<file path="src/ssk_div_cell.sv">
`default_nettype none

// one restoring division step per cell, lanes share the divisor
module ssk_div_cell #(
  parameter int unsigned NL = 1,
  parameter int unsigned AW = 4,
  parameter int unsigned QW = 4,
  parameter int unsigned SW = 1
) (
  input  logic                   clk_i,
  input  logic                   rst_ni,
  input  logic                   valid_i,
  output logic                   ready_o,
  input  logic [NL-1:0][AW-1:0]  rem_i,
  input  logic [NL-1:0][QW-1:0]  quo_i,
  input  logic [AW-2:0]          dvs_i,
  input  logic [SW-1:0]          side_i,
  output logic                   valid_o,
  input  logic                   ready_i,
  output logic [NL-1:0][AW-1:0]  rem_o,
  output logic [NL-1:0][QW-1:0]  quo_o,
  output logic [AW-2:0]          dvs_o,
  output logic [SW-1:0]          side_o
);

  logic                  valid_q;
  logic [NL-1:0][AW-1:0] rem_d, rem_q;
  logic [NL-1:0][QW-1:0] quo_d, quo_q;
  logic [AW-2:0]         dvs_q;
  logic [SW-1:0]         side_q;
  logic [NL-1:0][AW-1:0] trial;

  always_comb begin
    for (int l = 0; l < int'(NL); l++) begin
      trial[l] = {rem_i[l][AW-2:0], quo_i[l][QW-1]};
      if (trial[l] >= {1'b0, dvs_i}) begin
        rem_d[l] = trial[l] - {1'b0, dvs_i};
        quo_d[l] = {quo_i[l][QW-2:0], 1'b1};
      end else begin
        rem_d[l] = trial[l];
        quo_d[l] = {quo_i[l][QW-2:0], 1'b0};
      end
    end
  end

  assign ready_o = !valid_q || ready_i;
  assign valid_o = valid_q;
  assign rem_o   = rem_q;
  assign quo_o   = quo_q;
  assign dvs_o   = dvs_q;
  assign side_o  = side_q;

  always_ff @(posedge clk_i or negedge rst_ni) begin
    if (!rst_ni) begin
      valid_q <= 1'b0;
    end else if (ready_o) begin
      valid_q <= valid_i;
    end
  end

  always_ff @(posedge clk_i) begin
    if (ready_o && valid_i) begin
      rem_q  <= rem_d;
      quo_q  <= quo_d;
      dvs_q  <= dvs_i;
      side_q <= side_i;
    end
  end

endmodule

`default_nettype wire

</file>
<file path="config.mk">
export PLATFORM = sky130hd
export DESIGN_NAME = ssk_div_cell
export DESIGN_NICKNAME = d
export VERILOG_FILES = /design/src/ssk_div_cell.sv
export SDC_FILE = /design/constraint.sdc
export NUM_CORES = 1
export LEC_CHECK = 0
export ABC_AREA = 1
export BUFFER_PORTS_ARGS = -buffer_cell sky130_fd_sc_hd__buf_2
export CORE_AREA = 10 10 47 49
export DETAILED_ROUTE_END_ITERATION = 10
export DIE_AREA = 0 0 57 59
export PLACE_DENSITY = 0.77
export SYNTH_ARGS = -nofsm -noshare
export SYNTH_HDL_FRONTEND = slang
export SYNTH_SLANG_ARGS = --single-unit
export TNS_END_PERCENT = 1
</file>
<file path="constraint.sdc">
create_clock -name clk_i -period 3.54 [get_ports clk_i]
set_input_delay 0.177 -clock clk_i [delete_from_list [all_inputs] [get_ports clk_i]]
set_output_delay 0.177 -clock clk_i [all_outputs]
set_load 0.1 [all_outputs]
</file>
======== Word-level counts from Yosys, hierarchy flattened ========
Cells that the tools add are included.
cells by class
  $add $sub $neg .......................... 1
  reduce and logical (&&, ||, !) cells .... 3
  mux-type cells .......................... 2
  $lt $le $gt $ge ......................... 1
operator list
  operator             number
  $ge A4 B3 Y1         1
  $mux W4              1
  $sub A4 B3 Y4        1
  $logic_and A1 B1 Y1  1
  $logic_not A1 Y1     1
  $logic_or A1 B1 Y1   1
  $mux W1              1
word-level totals
  word-level logic and storage cells ...... 12
  register bits ........................... 13

======== Longest topological paths before layout ========
  depth after elaboration ................. 3
  depth in mapped cells ................... 8
  depth with buffers taken out ............ 8

======== Worst setup path before layout ========
Ideal clock, no wire load.
  path type ............................... register -> register
  from .................................... register valid_q (netlist: valid_o)
  to ...................................... register valid_q (netlist: valid_o)
  required time ........................... 3452 ps
  clock period less this slack ............ 2012 ps
  arrival time ............................ 1924 ps
  path buffers ............................ 0
  setup slack ............................. 1528 ps
  cell stages (with the launch flop) ...... 3
  library setup time ...................... 88 ps
  path through ............................ dfrtp_1 -> nand2_1 -> nand2_1
on the way
  word-level cells in the longest chain between the ends .. 2
RTL lines
  what                      line  source
  start: declaration        26    logic valid_q;
  start signal: assignment  57    valid_q <= valid_i;
  $logic_not A1 Y1          46    assign ready_o = !valid_q || ready_i;
  $logic_or A1 B1 Y1        46
  named net ready_o         13    output logic ready_o,
The timed path passes the listed nets, and every way through them passes these cells.
A chain may end at the register's enable or synchronous reset.

======== Worst setup path after layout ========
  from .................................... register valid_q (netlist: valid_o)
  to ...................................... register quo_q (netlist bit quo_o[0]), enable pin
on the way
  word-level cells in the longest chain between the ends .. 3
RTL lines
  what                    line  source
  $logic_not A1 Y1        46
  $logic_or A1 B1 Y1      46
  $logic_and A1 B1 Y1     62    if (ready_o && valid_i) begin
  end signal: assignment  64    quo_q <= quo_d;
  end: declaration        28    logic [NL-1:0][QW-1:0] quo_d, quo_q;
Every way passes these cells.

==> impl_metrics.csv <==
group,metric,value,unit
timing,period_needed,1.633,ns
setup_path,crit_chain,"a21oi_1",
job,cap_viol_max_count,0,
detailed_routing,drt_iter0_drc,6,
detailed_routing,wl_per_cell,12.12,um
timing,timing.final.crit_share,46.12,%
setup_path,ff2ff_setup_slack,1.91,ns
timing,clock.fmax,612.5,MHz
placed_design,hpwlAfterDp,960.6,um
synth,syn_inst,46,
hold_path,min_path_cells,1,
global_routing,grt-ovfl-total,0,
cts,path_clk_slew,0.07,ns
setup_path,cp-start-kind,"register",
die,initial_core_util,41.34,%
detailed_routing,drc_errors,0,
detailed_routing,wl,1151,um
timing,setup_ws,1.907,ns
cts,root_buffer,"clkbuf_4",
outcome,status,"complete, no violations",
cts,post_cts_buffers,0,
global_routing,grt_pass1_wl,1807,um
power,vdd_drop_max,0.1746,mV
layout,mostFrequentLayoutCells,"28 x buf_2, 12 x edfxtp_1, 9 x inv_1, 7 x nand2_1",
power,p_leak,0.0003758,uW
setup_path,critPathKind,"register to register",
timing,maxSlewViolCount,0,
cts,cts_tree,"yes",
setup_path,crit_cells,1,
die,rows,14,
detailed_routing,num_vias,421,
setup_path,crit_path_start,"valid_o$_DFFE_PN0N_",
global_routing,grt_usage,6.690,%
cts,clk_latency,0.26,ns
timing,fin_skew,0.002576,ns
setup_path,r2r_end,"quo_o[0]$_DFFE_PP_",
synth,syn_avg_cell_area,12.59,um^2
layout,drive_gt1_share,41.77,%
setup_path,crit_path_end_kind,"register",
placed_design,post-place-ws,1.879,ns
die,io_pins,30,
synth,synth_cell_types,12,
detailed_routing,ant_nets,0,
global_routing,grt_max_degree,13,
synth,seq_area_frac_synth,66.52,%
synth,syn-num-nets,66,
synth,ys_warn_count,0,
layout,final_common_cell,"buf_2",
layout,diodes,0,
timing,relSlewSlack,27.42,%
setup_path,path_buf_inv,0,
setup_path,critPathTopFamily,"compound AO/OA/AOI/OAI gates",
placed_design,gp_congestion,0.7235,
die,die_h,59,um
power,p_per_area,516.9,nW/um^2
die,core,1401,um^2
synth,synth_area,579.3,um^2
synth,synth-seq-cells,13,
timing,worstMarginPinSlew,1.089,ns
setup_path,worstPathRequired,3.43,ns
cts,cts.htree.levels,1,
layout,fin_nets,100,
setup_path,max_stage_delay,0.86,ns
timing,hold_violations,0,
cts,numCtsBuffers,3,
global_routing,antenna_found_initial,0,
placed_design,portBuffers,28,
cts,clkSinkCount,13,
detailed_routing,vias_per_cell,4.432,
hold_path,hp-class,"primary input to register",
setup_path,reg2reg_from,"valid_o$_DFFE_PN0N_",
die,die-area,3363,um^2
setup_path,crit_slowest_cell,"a21oi_1",
detailed_routing,firstDrtPassIters,4,
setup_path,worstPathArrival,1.52,ns
cts,clockBufferDepth,2,
timing,setup_violations,0,
layout,synthToLayoutAreaGrowth,33.91,%
timing,fin_setup_tns,0,ns
setup_path,endpoint,"quo_o[0]$_DFFE_PP_",
setup_path,crit_fanout,12,
die,die_x,57,um
setup_path,reg2regPathDepth,1,
global_routing,grt_pass1_vias,414,
timing,rsz0062_at_grt,"no",
state kept, by name, indices dropped and copies added, names as in the netlist:
register  cells
dvs_o         3
quo_o         4
side_o        1
valid_o       1
rem_o         4
cell families (layout without fill, tap and decap cells):
kind of cell    count (synthesis)  in the layout  synth area share [%]
flops                          13             13                 66.52
simple gates                   13             13                 11.02
buf+inv                         9             42                 5.831
compound gates                  6              6                 5.182
fa+ha+maj                       4              4                 9.936
xor+xnor                        1              1                 1.512
layout make-up:
class,instances,area (um^2)
Clock buffer,4,26.28
Fill cell,128,625.6
Inverter,9,33.78
Multi-Input combinational cell,24,160.2
Sequential cell,13,385.4
Tap cell,16,20.02
Timing Repair Buffer,29,150.1
cells in the mapped netlist (all sizes together):
cell    instances  share of area (%)
edfxtp         12                 62
inv             9                5.8
nand2           7                4.5
nand3           4                5.2
a21oi           3                2.6
ha              3                6.5
o21ai           3                2.6
nor2            2                1.3
dfrtp           1                4.3
fa              1                3.5
xor2            1                1.5
worst min-delay path by stage:
stage	startpoint	to	slack, ns
6_report	quo_i[1]	quo_o[2]$_DFFE_PP_	0.08
5_1_grt	side_i	side_o$_DFFE_PP_	0.06
4_1_cts	quo_i[1]	quo_o[2]$_DFFE_PP_	0.07
3_5_place_dp	rst_ni	valid_o$_DFFE_PN0N_	-0.05
3_3_place_gp	rst_ni	valid_o$_DFFE_PN0N_	-0.05
2_1_floorplan	rst_ni	valid_o$_DFFE_PN0N_	-0.12
per-stage QoR:
| stage | util [%] | cells | instance area [um^2] | total power [uW] | hold slack (ns) |
|---|---|---|---|---|---|
| final | 55.36 | 95 | 775.7 | 401.0 | 0.08285 |
| after floorplan | - | 46 | 579.3 | 294.4 | -0.1186 |
| after detailed placement | 52.77 | 90 | 739.5 | 318.5 | -0.04600 |
| after CTS | 55.36 | 95 | 775.7 | 406.1 | 0.07140 |
| after global routing | 55.36 | 95 | 775.7 | 422.7 | 0.05914 |
| after global placement | 52.77 | 90 | 739.5 | 316.6 | -0.04787 |
where the power goes:
group | switching, uW | total (uW) | internal (uW)
logic | 106 | 130 | 24.2
clock network | 42.7 | 86.3 | 43.5
registers | 2.32 | 184 | 182
what timing repair did:
item                                   CTS  global route
resized for setup                        0             0
endpoints found under the hold margin    1             0
hold buffers                             1             0
per-layer routing:
metal / part of all wire [%] / vias to the layer above / GRT usage [%] / wire [um]
met5: 0 / - / 0 / 0
met4: 0 / 0 / 5.034 / 0
met2: 38 / 25 / 8.992 / 436
met1: 50 / 174 / 7.875 / 570
met3: 13 / 0 / 3.433 / 145
li1: - / 222 / - / -
Power figures use the tool's default switching activity.
