**config.mk**
```make
export PLATFORM = sky130hd
export DESIGN_NAME = ssk_reg_stage
export DESIGN_NICKNAME = d
export VERILOG_FILES = /design/src/ssk_reg_stage.sv
export SDC_FILE = /design/constraint.sdc
export NUM_CORES = 1
export LEC_CHECK = 0
export BUFFER_PORTS_ARGS = -buffer_cell sky130_fd_sc_hd__buf_2
export CAP_MARGIN = 5
export CELL_PAD_IN_SITES_DETAIL_PLACEMENT = 1
export CELL_PAD_IN_SITES_GLOBAL_PLACEMENT = 2
export CORE_UTILIZATION = 22
export DETAILED_ROUTE_END_ITERATION = 16
export PLACE_DENSITY_LB_ADDON = 0.1
export SYNTH_ARGS = -nofsm -noshare
export SYNTH_HDL_FRONTEND = slang
export SYNTH_SLANG_ARGS = --single-unit
```
**constraint.sdc**
```tcl
create_clock -name clk_i -period 1.2 [get_ports clk_i]
set_input_delay 0.18 -clock clk_i [delete_from_list [all_inputs] [get_ports clk_i]]
set_output_delay 0.18 -clock clk_i [all_outputs]
set_load 0.02 [all_outputs]
```
**src/ssk_reg_stage.sv**
```systemverilog
`default_nettype none

module ssk_reg_stage #(
  parameter int unsigned W = 8
) (
  input  logic         clk_i,
  input  logic         rst_ni,
  input  logic         valid_i,
  output logic         ready_o,
  input  logic [W-1:0] data_i,
  output logic         valid_o,
  input  logic         ready_i,
  output logic [W-1:0] data_o
);

  logic         valid_q;
  logic [W-1:0] data_q;

  assign ready_o = !valid_q || ready_i;
  assign valid_o = valid_q;
  assign data_o  = data_q;

  always_ff @(posedge clk_i or negedge rst_ni) begin
    if (!rst_ni) begin
      valid_q <= 1'b0;
    end else if (ready_o) begin
      valid_q <= valid_i;
    end
  end

  always_ff @(posedge clk_i) begin
    if (ready_o && valid_i) begin
      data_q <= data_i;
    end
  end

endmodule

`default_nettype wire

```
**After elaboration in Yosys (flattened, before gate mapping)**

Index checks and enable logic that the tools add are counted.

- Flip-flop bits (word level): 9
- Output and inout bits: 10

- Reductions and logical operators: 3

Operators with widths:

| kind | number |
|---|---|
| $logic_and A1 B1 Y1 | 1 |
| $logic_not A1 Y1 | 1 |
| $logic_or A1 B1 Y1 | 1 |

**Depth between registers and ports, before layout**

Gate-level depths: netlist of the first run.

- Depth in word-level cells: 3
- Mapped depth: 2
- Gate-level depth less buffers: 2

**Worst setup path after synthesis of the first run**

Ideal clock, no wire load.

- Kind: flip-flop to flip-flop
- Start: register valid_q, in the netlist valid_o
- End: register data_q[0], in the netlist data_o[0] (enable)
- Setup slack: 0.104 ns
- Stages on the path, launching flop included: 3
- Arrival time: 0.796 ns
- Cell sequence: dfrtp_1 -> nand2b_4 -> and2_4

- Longest elaborated chain between the ends: 3

RTL lines:

| what | RTL line | source |
|---|---|---|
| start: declaration | 16 | `logic valid_q;` |
| start signal: assignment | 27 | `valid_q <= valid_i;` |
| $logic_not A1 Y1 | 19 | `assign ready_o = !valid_q \|\| ready_i;` |
| $logic_or A1 B1 Y1 | 19 |  |
| named net ready_o | 9 | `output logic ready_o,` |
| $logic_and A1 B1 Y1 | 32 | `if (ready_o && valid_i) begin` |
| end signal: assignment | 33 | `data_q <= data_i;` |
| end: declaration | 17 | `logic [W-1:0] data_q;` |

The timed path passes the listed nets, and every way through them passes these cells.
A chain may end at the register's enable or synchronous reset.

**Worst setup path after layout of the first run**

- Start: register valid_q, in the netlist valid_o
- End: output port ready_o

- Longest elaborated chain between the ends: 2

RTL lines:

| what | RTL line |
|---|---|
| $logic_not A1 Y1 | 19 |
| $logic_or A1 B1 Y1 | 19 |
| end: declaration | 9 |

No other way between the ends.

==> results of run 1 <==
-- synthesized netlist by cell type --
| cell type | instances |
|---|---|
| nand2b_4 | 1 |
| nand2b_1 | 1 |
| edfxtp_1 | 8 |
| and2_4 | 1 |
| dfrtp_1 | 1 |
-- where the power goes --
part / switching (mW) / internal, mW
clock: 0.0901 / 0.127
combinational: 0.0454 / 0.0341
sequential: 0.00587 / 0.362
-- kinds of logic after synthesis --
group	count (synthesis)
DFF	9
and+or+nand+nor	3
-- what timing repair did --
item	4_1_cts	5_1_grt
hold buffers	1	0
setup buffers	0	0
hold endpoints to repair	1	0
-- layout make-up --
type / instances / area, sq um
Multi-Input combinational cell: 3 / 28.8
Fill cell: 136 / 718
Clock buffer: 4 / 26.3
Timing Repair Buffer: 22 / 115
Sequential cell: 9 / 265
Tap cell: 14 / 17.5
-- registers in the layout, indices dropped and copies added, names as in the netlist --
register  cells
valid_o       1
data_o        8
-- worst paths after layout --
check	to	cells past startpoint
hold / removal	data_o[5]	1
hold reg to reg	valid_o	2
min in group asynchronous	valid_o	2
setup reg to reg	data_o[4]	2
setup / recovery	ready_o	2
max in group asynchronous	valid_o	2
-- metal layers --
metal / track usage / up-vias / part of all wire
li1: - / 95 / -
met1: 0.121 / 86 / 0.45
met2: 0.138 / 22 / 0.38
met3: 0.0523 / 0 / 0.17
met4: 0.103 / 0 / 0
met5: 0 / - / 0
==> reports/results.txt, run 1 <==
htree depth = 1
setup_tns = 0 ns
Initial Util = 0.251
buffers and inverters on the worst path = 1
initial antenna violation count = 0
Area contributors post-synth = edfxtp_1 82%, dfrtp_1 8.5%, nand2b_4 4.7%, and2_4 3.0%, nand2b_1 2.1%
Setup CP Type = reg -> out
WP data required = 1.02 ns
CP max stage delay = 0.41 ns
Vias = 203
setup violators final = 0
CP top delay family = flip-flops
worst slack at placement = 0.217 ns
Area Growth Syn to Fin = 54.0%
relative slew slack = 0.908
largest net degree at the start of global routing = 9
Period minus WS final = 1.08 ns
Die ar. = 1490 sq um
WL final = 583 um
Synth warnings = 0
multiplexer share of the synthesized area = 0
CTS buffer count = 3
Worst Tran Pin Value = 0.138 ns
largest vdd supply drop = 0.428 mV
RSZ-0062 raised after global routing = false
Distinct cells, synth = 5
die span in y = 38.6 um
Post-CTS Resized = 0
Detailed Routing Iterations Pass 1 = 4
wire per inst = 11.2 um
slowest CP cell = dfrtp_1
Worst Slack Setup Final = 0.119 ns
Mapped Area = 294 sq um
flops & latches, synth = 9
Clock Skew = 0.00125 ns
P per Cell Area = 1470 nW/um^2
gp weighted congestion = 0.637
syn nets = 24
CP arrival = 0.90 ns
adder-cell share of the synthesized area = 0
Port Buffers = 21
CP Launch Type = flop
I/O pin count = 22
Tot GR Track Use = 0.106
final hold violation count = 0
worst hold margin = 0.104 ns
final std cells w/o fill = 52
HP Class = in -> reg
CTS clock-pin slew for the worst setup and hold paths = 0.05 ns
iteration-0 DRC count of the detailed router = 3
FP Rows = 12
layout cells sized above 1 = 0.684
share of the synthesized area in the top cell type = 0.817
Final nets = 51
clk root buf = clkbuf_4
most frequent cells in the layout = 21 x buf_2, 8 x edfxtp_1, 3 x clkbuf_4
Slew Limit Fails = 0
CP startpoint = valid_o
commonest non-fill, non-tap cell in the layout = buf_2
Clock Latency Late Sink = 0.25 ns
Finished Cell Area = 453 sq um
Die Span X = 38.6 um
combinational family with the most area after synthesis = simple AND/OR/NAND/NOR gates
post-synthesis sequential area ratio = 0.902
grt ovf = 0
post-route ant nets = 0
Inst Count DP = 47
period utilization = 0.901
CTS sink cnt = 9
xor/xnor cell area share of the yosys netlist = 0
Avg Inst Size Synth = 24.5 sq um
worst-path cell chain = nand2b_4 > buf_2
Syn Inst Count = 12
CTS Buffer Depth = 2
CTS tree = built
Final Util = 0.387
outcome = complete, no violations
DRC viols = 0
Max Fclk = 0.925 GHz
vias in the first global route = 230
area share of and/or/nand/nor cells after synthesis = 0.0979
total chip power = 0.665 mW
first-pass GRT wire length = 952 um
number of diodes = 0
via/cell ratio = 3.90
CP max FO = 3
placed cell areas = 417 sq um
dominant cell type by area after synthesis = edfxtp_1
r2r setup slk = 0.22 ns
Setup crit end kind = primary output
Synth Area in Compound Gates = 0
RR Startpoint = valid_o
Hold Crit Start = data_i[5]
Leak = 0.204 nW
Core ar. = 1170 sq um
Max Cap Viol = 0
(Power assumes the default switching activity.)
==> run 2, diff against run 1 <==
Settings changed: BUFFER_PORTS_ARGS -buffer_cell sky130_fd_sc_hd__buf_2 to unset, CORE_AREA set to 2 2 39 41, CORE_UTILIZATION 22 to unset, DIE_AREA set to 0 0 41 43, DONT_BUFFER_PORTS set to 1.
==> run 2 against run 1 <==
Clock skew grew 0.0023 ns. Sequential power up 5.7%. Critical path depth unchanged. Via count is 36% lower. Critical path type unchanged. Largest cell class unchanged.
==> reports/results.txt, run 2 (synthesized netlist as in run 1, its figures left out) <==
gp weighted congestion = 0.483 (was 0.637)
die span in y = 43 um (was 38.6 um)
Detailed Routing Iterations Pass 1 = 2 (was 4)
WP data required = 1.02 ns (about the same)
period utilization = 0.875 (was 0.901)
CP max FO = 2 (was 3)
area of the multi-input gates = 28.8 sq um (unchanged)
Max Cap Viol = 0 (unchanged)
Max Fclk = 0.952 GHz (was 0.925 GHz)
Setup crit end kind = primary output (unchanged)
Worst Tran Pin Value = 0.217 ns (was 0.138 ns)
Post-CTS Resized = 0 (unchanged)
CP Launch Type = flop (unchanged)
largest vdd supply drop = 0.425 mV (was 0.428 mV)
relative slew slack = 0.856 (was 0.908)
via/cell ratio = 3.71 (was 3.90)
CTS sink cnt = 9 (unchanged)
grt ovf = 0 (unchanged)
initial antenna violation count = 0 (unchanged)
layout cells sized above 1 = 0.368 (was 0.684)
htree depth = 1 (unchanged)
Port Buffers = 0 (was 21)
max FFs per register = 8 (unchanged)
CTS clock-pin slew for the worst setup and hold paths = 0.06 ns (was 0.05 ns)
setup violators final = 0 (unchanged)
met2 Use GR = 0.125 (was 0.138)
setup_tns = 0 ns (unchanged)
CTS buffer count = 3 (unchanged)
I/O pin count = 22 (unchanged)
final hold violation count = 0 (unchanged)
commonest non-fill, non-tap cell in the layout = edfxtp_1 (was buf_2)
DRC viols = 0 (unchanged)
Leak = 0.131 nW (was 0.204 nW)
register area = 265 sq um (unchanged)
Tot GR Track Use = 0.0709 (was 0.106)
vias in the first global route = 165 (was 230)
WL final = 504 um (was 583 um)
first-pass GRT wire length = 724 um (was 952 um)
slowest CP cell = dfrtp_1 (unchanged)
grt met1 use = 0.0430 (was 0.121)
Clock Latency Late Sink = 0.25 ns (about the same)
Period minus WS final = 1.05 ns (was 1.08 ns)
worst-path cell chain = nand2b_4 > buf_4 (was nand2b_4 > buf_2)
CTS Buffer Depth = 2 (unchanged)
worst slack at placement = 0.227 ns (was 0.217 ns)
CP max stage delay = 0.40 ns (was 0.41 ns)
RSZ-0062 raised after global routing = false (unchanged)
clk root buf = clkbuf_4 (unchanged)
Clock Skew = 0.00355 ns (was 0.00125 ns)
Die Span X = 41 um (was 38.6 um)
Final nets = 32 (was 51)
met3 GRT Util = 0.0576 (was 0.0523)
most frequent cells in the layout = 8 x edfxtp_1, 3 x clkbuf_4, 2 x buf_4 (was 21 x buf_2, 8 x edfxtp_1, 3 x clkbuf_4)
Core ar. = 1380 sq um (was 1170 sq um)
Area Growth Syn to Fin = 24.3% (was 54.0%)
Die ar. = 1760 sq um (was 1490 sq um)
RR Startpoint = valid_o (unchanged)
CP startpoint = valid_o (unchanged)
Final Util = 0.264 (was 0.387)
number of diodes = 0 (unchanged)
wire per inst = 14.4 um (was 11.2 um)
Initial Util = 0.212 (was 0.251)
Hold Crit Start = data_i[7] (was data_i[5])
Fillers = 156 (was 136)
Most Crowded Layer GR = met2 (unchanged)
HP Class = in -> reg (unchanged)
Setup CP Type = reg -> out (unchanged)
P per Cell Area = 1780 nW/um^2 (was 1470 nW/um^2)
CTS tree = built (unchanged)
Worst Slack Setup Final = 0.149 ns (was 0.119 ns)
Vias = 130 (was 203)
iteration-0 DRC count of the detailed router = 4 (was 3)
post-route ant nets = 0 (unchanged)
outcome = complete, no violations (unchanged)
largest net degree at the start of global routing = 9 (unchanged)
CP arrival = 0.87 ns (was 0.90 ns)
Slew Limit Fails = 0 (unchanged)
FP Rows = 14 (was 12)
run 2: cell types whose count changed in the layout (fill, tap and decap cells not counted), sizes merged:
cell / delta
buf: -19
run 2: what timing repair did:
item                       CTS  global route
setup endpoints to repair    0             0
setup buffers                0             0
hold endpoints to repair     1             0
hold buffers                 1             0
run 2: layer usage:
layer | vias to the layer above | part of all wire
li1 | 59 | -
met1 | 58 | 0.30
met2 | 13 | 0.60
met3 | 0 | 0.099
met4 | 0 | 0
met5 | - | 0
run 2: through the flow:
step	area (sq um)	instances	power [mW]	hold slack, ns
6_report	365	35	0.649	0.0193
5_1_grt	365	35	0.685	0.000510
4_1_cts	365	35	0.662	0.00912
3_3_place_gp	329	30	0.425	-0.116
2_1_floorplan	294	12	0.414	-0.116
3_5_place_dp	329	30	0.426	-0.116
run 2: final cells by class:
| type | instances | area share |
|---|---|---|
| Sequential cell | 9 | 0.726 |
| Timing Repair Buffer | 3 | 0.0685 |
| Clock buffer | 4 | 0.0719 |
| Multi-Input combinational cell | 3 | 0.0788 |
| Tap cell | 16 | 0.0548 |
run 2: worst max-delay path: cells and delay by family (launching register included):
| kind | cells | cell delay, ns |
|---|---|---|
| flip-flops | 1 | 0.40 |
| buffers and inverters | 1 | 0.14 |
| AND/OR/NAND/NOR | 1 | 0.08 |
run 2: power by group:
group	internal, mW	total (mW)	switching, mW
combinational	0.0150	0.0319	0.0168
clock	0.128	0.228	0.100
sequential	0.364	0.389	0.0254
total	0.506	0.649	0.143
run 2: path summary, 6_finish.rpt:
check	end	slack [ns]	cells after the start
hold reg to reg	valid_o	0.69	3
hold / removal	data_o[7]	0.02	0
setup reg to reg	data_o[1]	0.23	2
max in group asynchronous	valid_o	0.97	1
setup / recovery	ready_o	0.15	2
min in group asynchronous	valid_o	0.13	1
==> run 3, diff against run 2 <==
Settings changed: CTS_BUF_LIST set to sky130_fd_sc_hd__clkbuf_16.
==> run 3 against run 2 <==
Utilization grew 3.8 points. Highest routed layer unchanged. Flip-flop and latch count unchanged. Clock skew shrank 0.0014 ns.
==> reports/results.txt, run 3 (synthesized netlist as in run 1, its figures left out) <==
outcome = complete, no violations (unchanged)
Sw Ratio = 0.170 (was 0.220)
Core ar. = 1380 sq um (unchanged)
sequential power share = 0.399 (was 0.599)
htree depth = 1 (unchanged)
Tot GR Track Use = 0.0679 (was 0.0709)
CP startpoint = valid_o (unchanged)
post-route ant nets = 0 (unchanged)
FP Rows = 14 (unchanged)
initial antenna violation count = 0 (unchanged)
Max Cap Viol = 0 (unchanged)
placed cell areas = 329 sq um (unchanged)
Port Buffers = 0 (unchanged)
Final nets = 32 (unchanged)
final hold violation count = 0 (unchanged)
setup_tns = 0 ns (unchanged)
die span in y = 43 um (unchanged)
layout cells sized above 1 = 0.368 (unchanged)
Detailed Routing Iterations Pass 1 = 2 (unchanged)
largest vdd supply drop = 0.606 mV (was 0.425 mV)
Setup Buffers After CTS = 0 (unchanged)
DRC viols = 0 (unchanged)
vias in the first global route = 167 (was 165)
Leak = 0.159 nW (was 0.131 nW)
Max Fclk = 0.983 GHz (was 0.952 GHz)
largest net degree at the start of global routing = 9 (unchanged)
period utilization = 0.847 (was 0.875)
CP max FO = 2 (unchanged)
CTS Buffer Depth = 2 (unchanged)
CP Launch Type = flop (unchanged)
Slew Limit Fails = 0 (unchanged)
via/cell ratio = 3.69 (was 3.71)
CP arrival = 0.84 ns (was 0.87 ns)
most frequent cells in the layout = 8 x edfxtp_1, 3 x clkbuf_16, 2 x buf_4 (was 8 x edfxtp_1, 3 x clkbuf_4, 2 x buf_4)
first-pass GRT wire length = 696 um (was 724 um)
Setup crit end kind = primary output (unchanged)
Clock Skew = 0.00214 ns (was 0.00355 ns)
commonest non-fill, non-tap cell in the layout = edfxtp_1 (unchanged)
wire per inst = 13.8 um (was 14.4 um)
number of diodes = 0 (unchanged)
relative slew slack = 0.856 (about the same)
Sw Pwr = 0.167 mW (was 0.143 mW)
HP Class = in -> reg (unchanged)
CTS buffer count = 3 (unchanged)
P per Cell Area = 2350 nW/um^2 (was 1780 nW/um^2)
WL final = 482 um (was 504 um)
Hold Crit Start = data_i[7] (unchanged)
RR Startpoint = valid_o (unchanged)
Pint = 0.814 mW (was 0.506 mW)
grt ovf = 0 (unchanged)
Finished Cell Area = 418 sq um (was 365 sq um)
Setup CP Type = reg -> out (unchanged)
Worst Tran Pin Value = 0.217 ns (about the same)
clk root buf = clkbuf_16 (was clkbuf_4)
Initial Util = 0.212 (unchanged)
Clock Latency Late Sink = 0.23 ns (was 0.25 ns)
I/O pin count = 22 (unchanged)
CTS tree = built (unchanged)
iteration-0 DRC count of the detailed router = 2 (was 4)
Area Growth Syn to Fin = 42.1% (was 24.3%)
WP data required = 1.02 ns (about the same)
RSZ-0062 raised after global routing = false (unchanged)
clock power share = 0.569 (was 0.351)
max FFs per register = 8 (unchanged)
Vias = 129 (was 130)
CTS clock-pin slew for the worst setup and hold paths = 0.04 ns (was 0.06 ns)
Die Span X = 41 um (unchanged)
CTS sink cnt = 9 (unchanged)
Comb power frac = 0.032 (was 0.049)
setup violators final = 0 (unchanged)
Die ar. = 1760 sq um (unchanged)
Period minus WS final = 1.02 ns (was 1.05 ns)
gp weighted congestion = 0.483 (unchanged)
-- run 3: timing repair --
action                                  in CTS  in global routing
gates resized for setup                      0                  0
endpoints found under the hold margin        1                  0
hold buffers                                 1                  0
endpoints found under the setup margin       0                  0
-- run 3: worst paths after layout --
check                      depth (start not counted)        end  slack, ns
setup / recovery                                   2    ready_o       0.18
hold / removal                                     0  data_o[7]       0.05
setup reg to reg                                   2  data_o[5]       0.23
hold reg to reg                                    3    valid_o       0.68
max in group asynchronous                          1    valid_o       0.94
min in group asynchronous                          1    valid_o       0.16
-- run 3: per-layer routing --
metal  wire (um)  GRT usage  vias up
li1            -          -       57
met1         132     0.0430       59
met2         294      0.116       13
met3          54     0.0576        0
met4           0     0.0400        0
met5           0          0        -
-- run 3: final cells by class --
class	instances	area [sq um]
clock inverters	1	3.75
clock buffers	3	75.1
multi-input cells	3	28.8
flip-flops and latches	9	265
fillers	148	966
well taps	16	20.0
repair buffers	3	25.0
-- run 3: power groups by stage --
stage | Combinational [mW] | Clock (mW) | Sequential (mW)
detailed placement | 0.0300 | 0 | 0.396
global placement | 0.0296 | 0 | 0.396
CTS | 0.0328 | 0.577 | 0.391
global route | 0.0346 | 0.598 | 0.393
floorplan | 0.0170 | 0 | 0.397
finish | 0.0318 | 0.558 | 0.391
-- run 3: worst max-delay path, stage by stage, from the launching register on --
cell and delay (ns):
dfrtp_1 0.39, nand2b_4 0.08, buf_4 0.14
-- run 3: per-stage QoR --
| stage | setup slack (ns) | hold slack, ns | utilization | power, mW | cells |
|---|---|---|---|---|---|
| detailed placement | 0.227 | -0.116 | 0.238 | 0.426 | 30 |
| floorplan | 0.104 | -0.116 | - | 0.414 | 12 |
| finish | 0.183 | 0.0464 | 0.302 | 0.981 | 35 |
| global route | 0.156 | 0.0370 | 0.302 | 1.03 | 35 |
| CTS | 0.171 | 0.0418 | 0.302 | 1.00 | 35 |
| global placement | 0.230 | -0.116 | 0.238 | 0.425 | 30 |
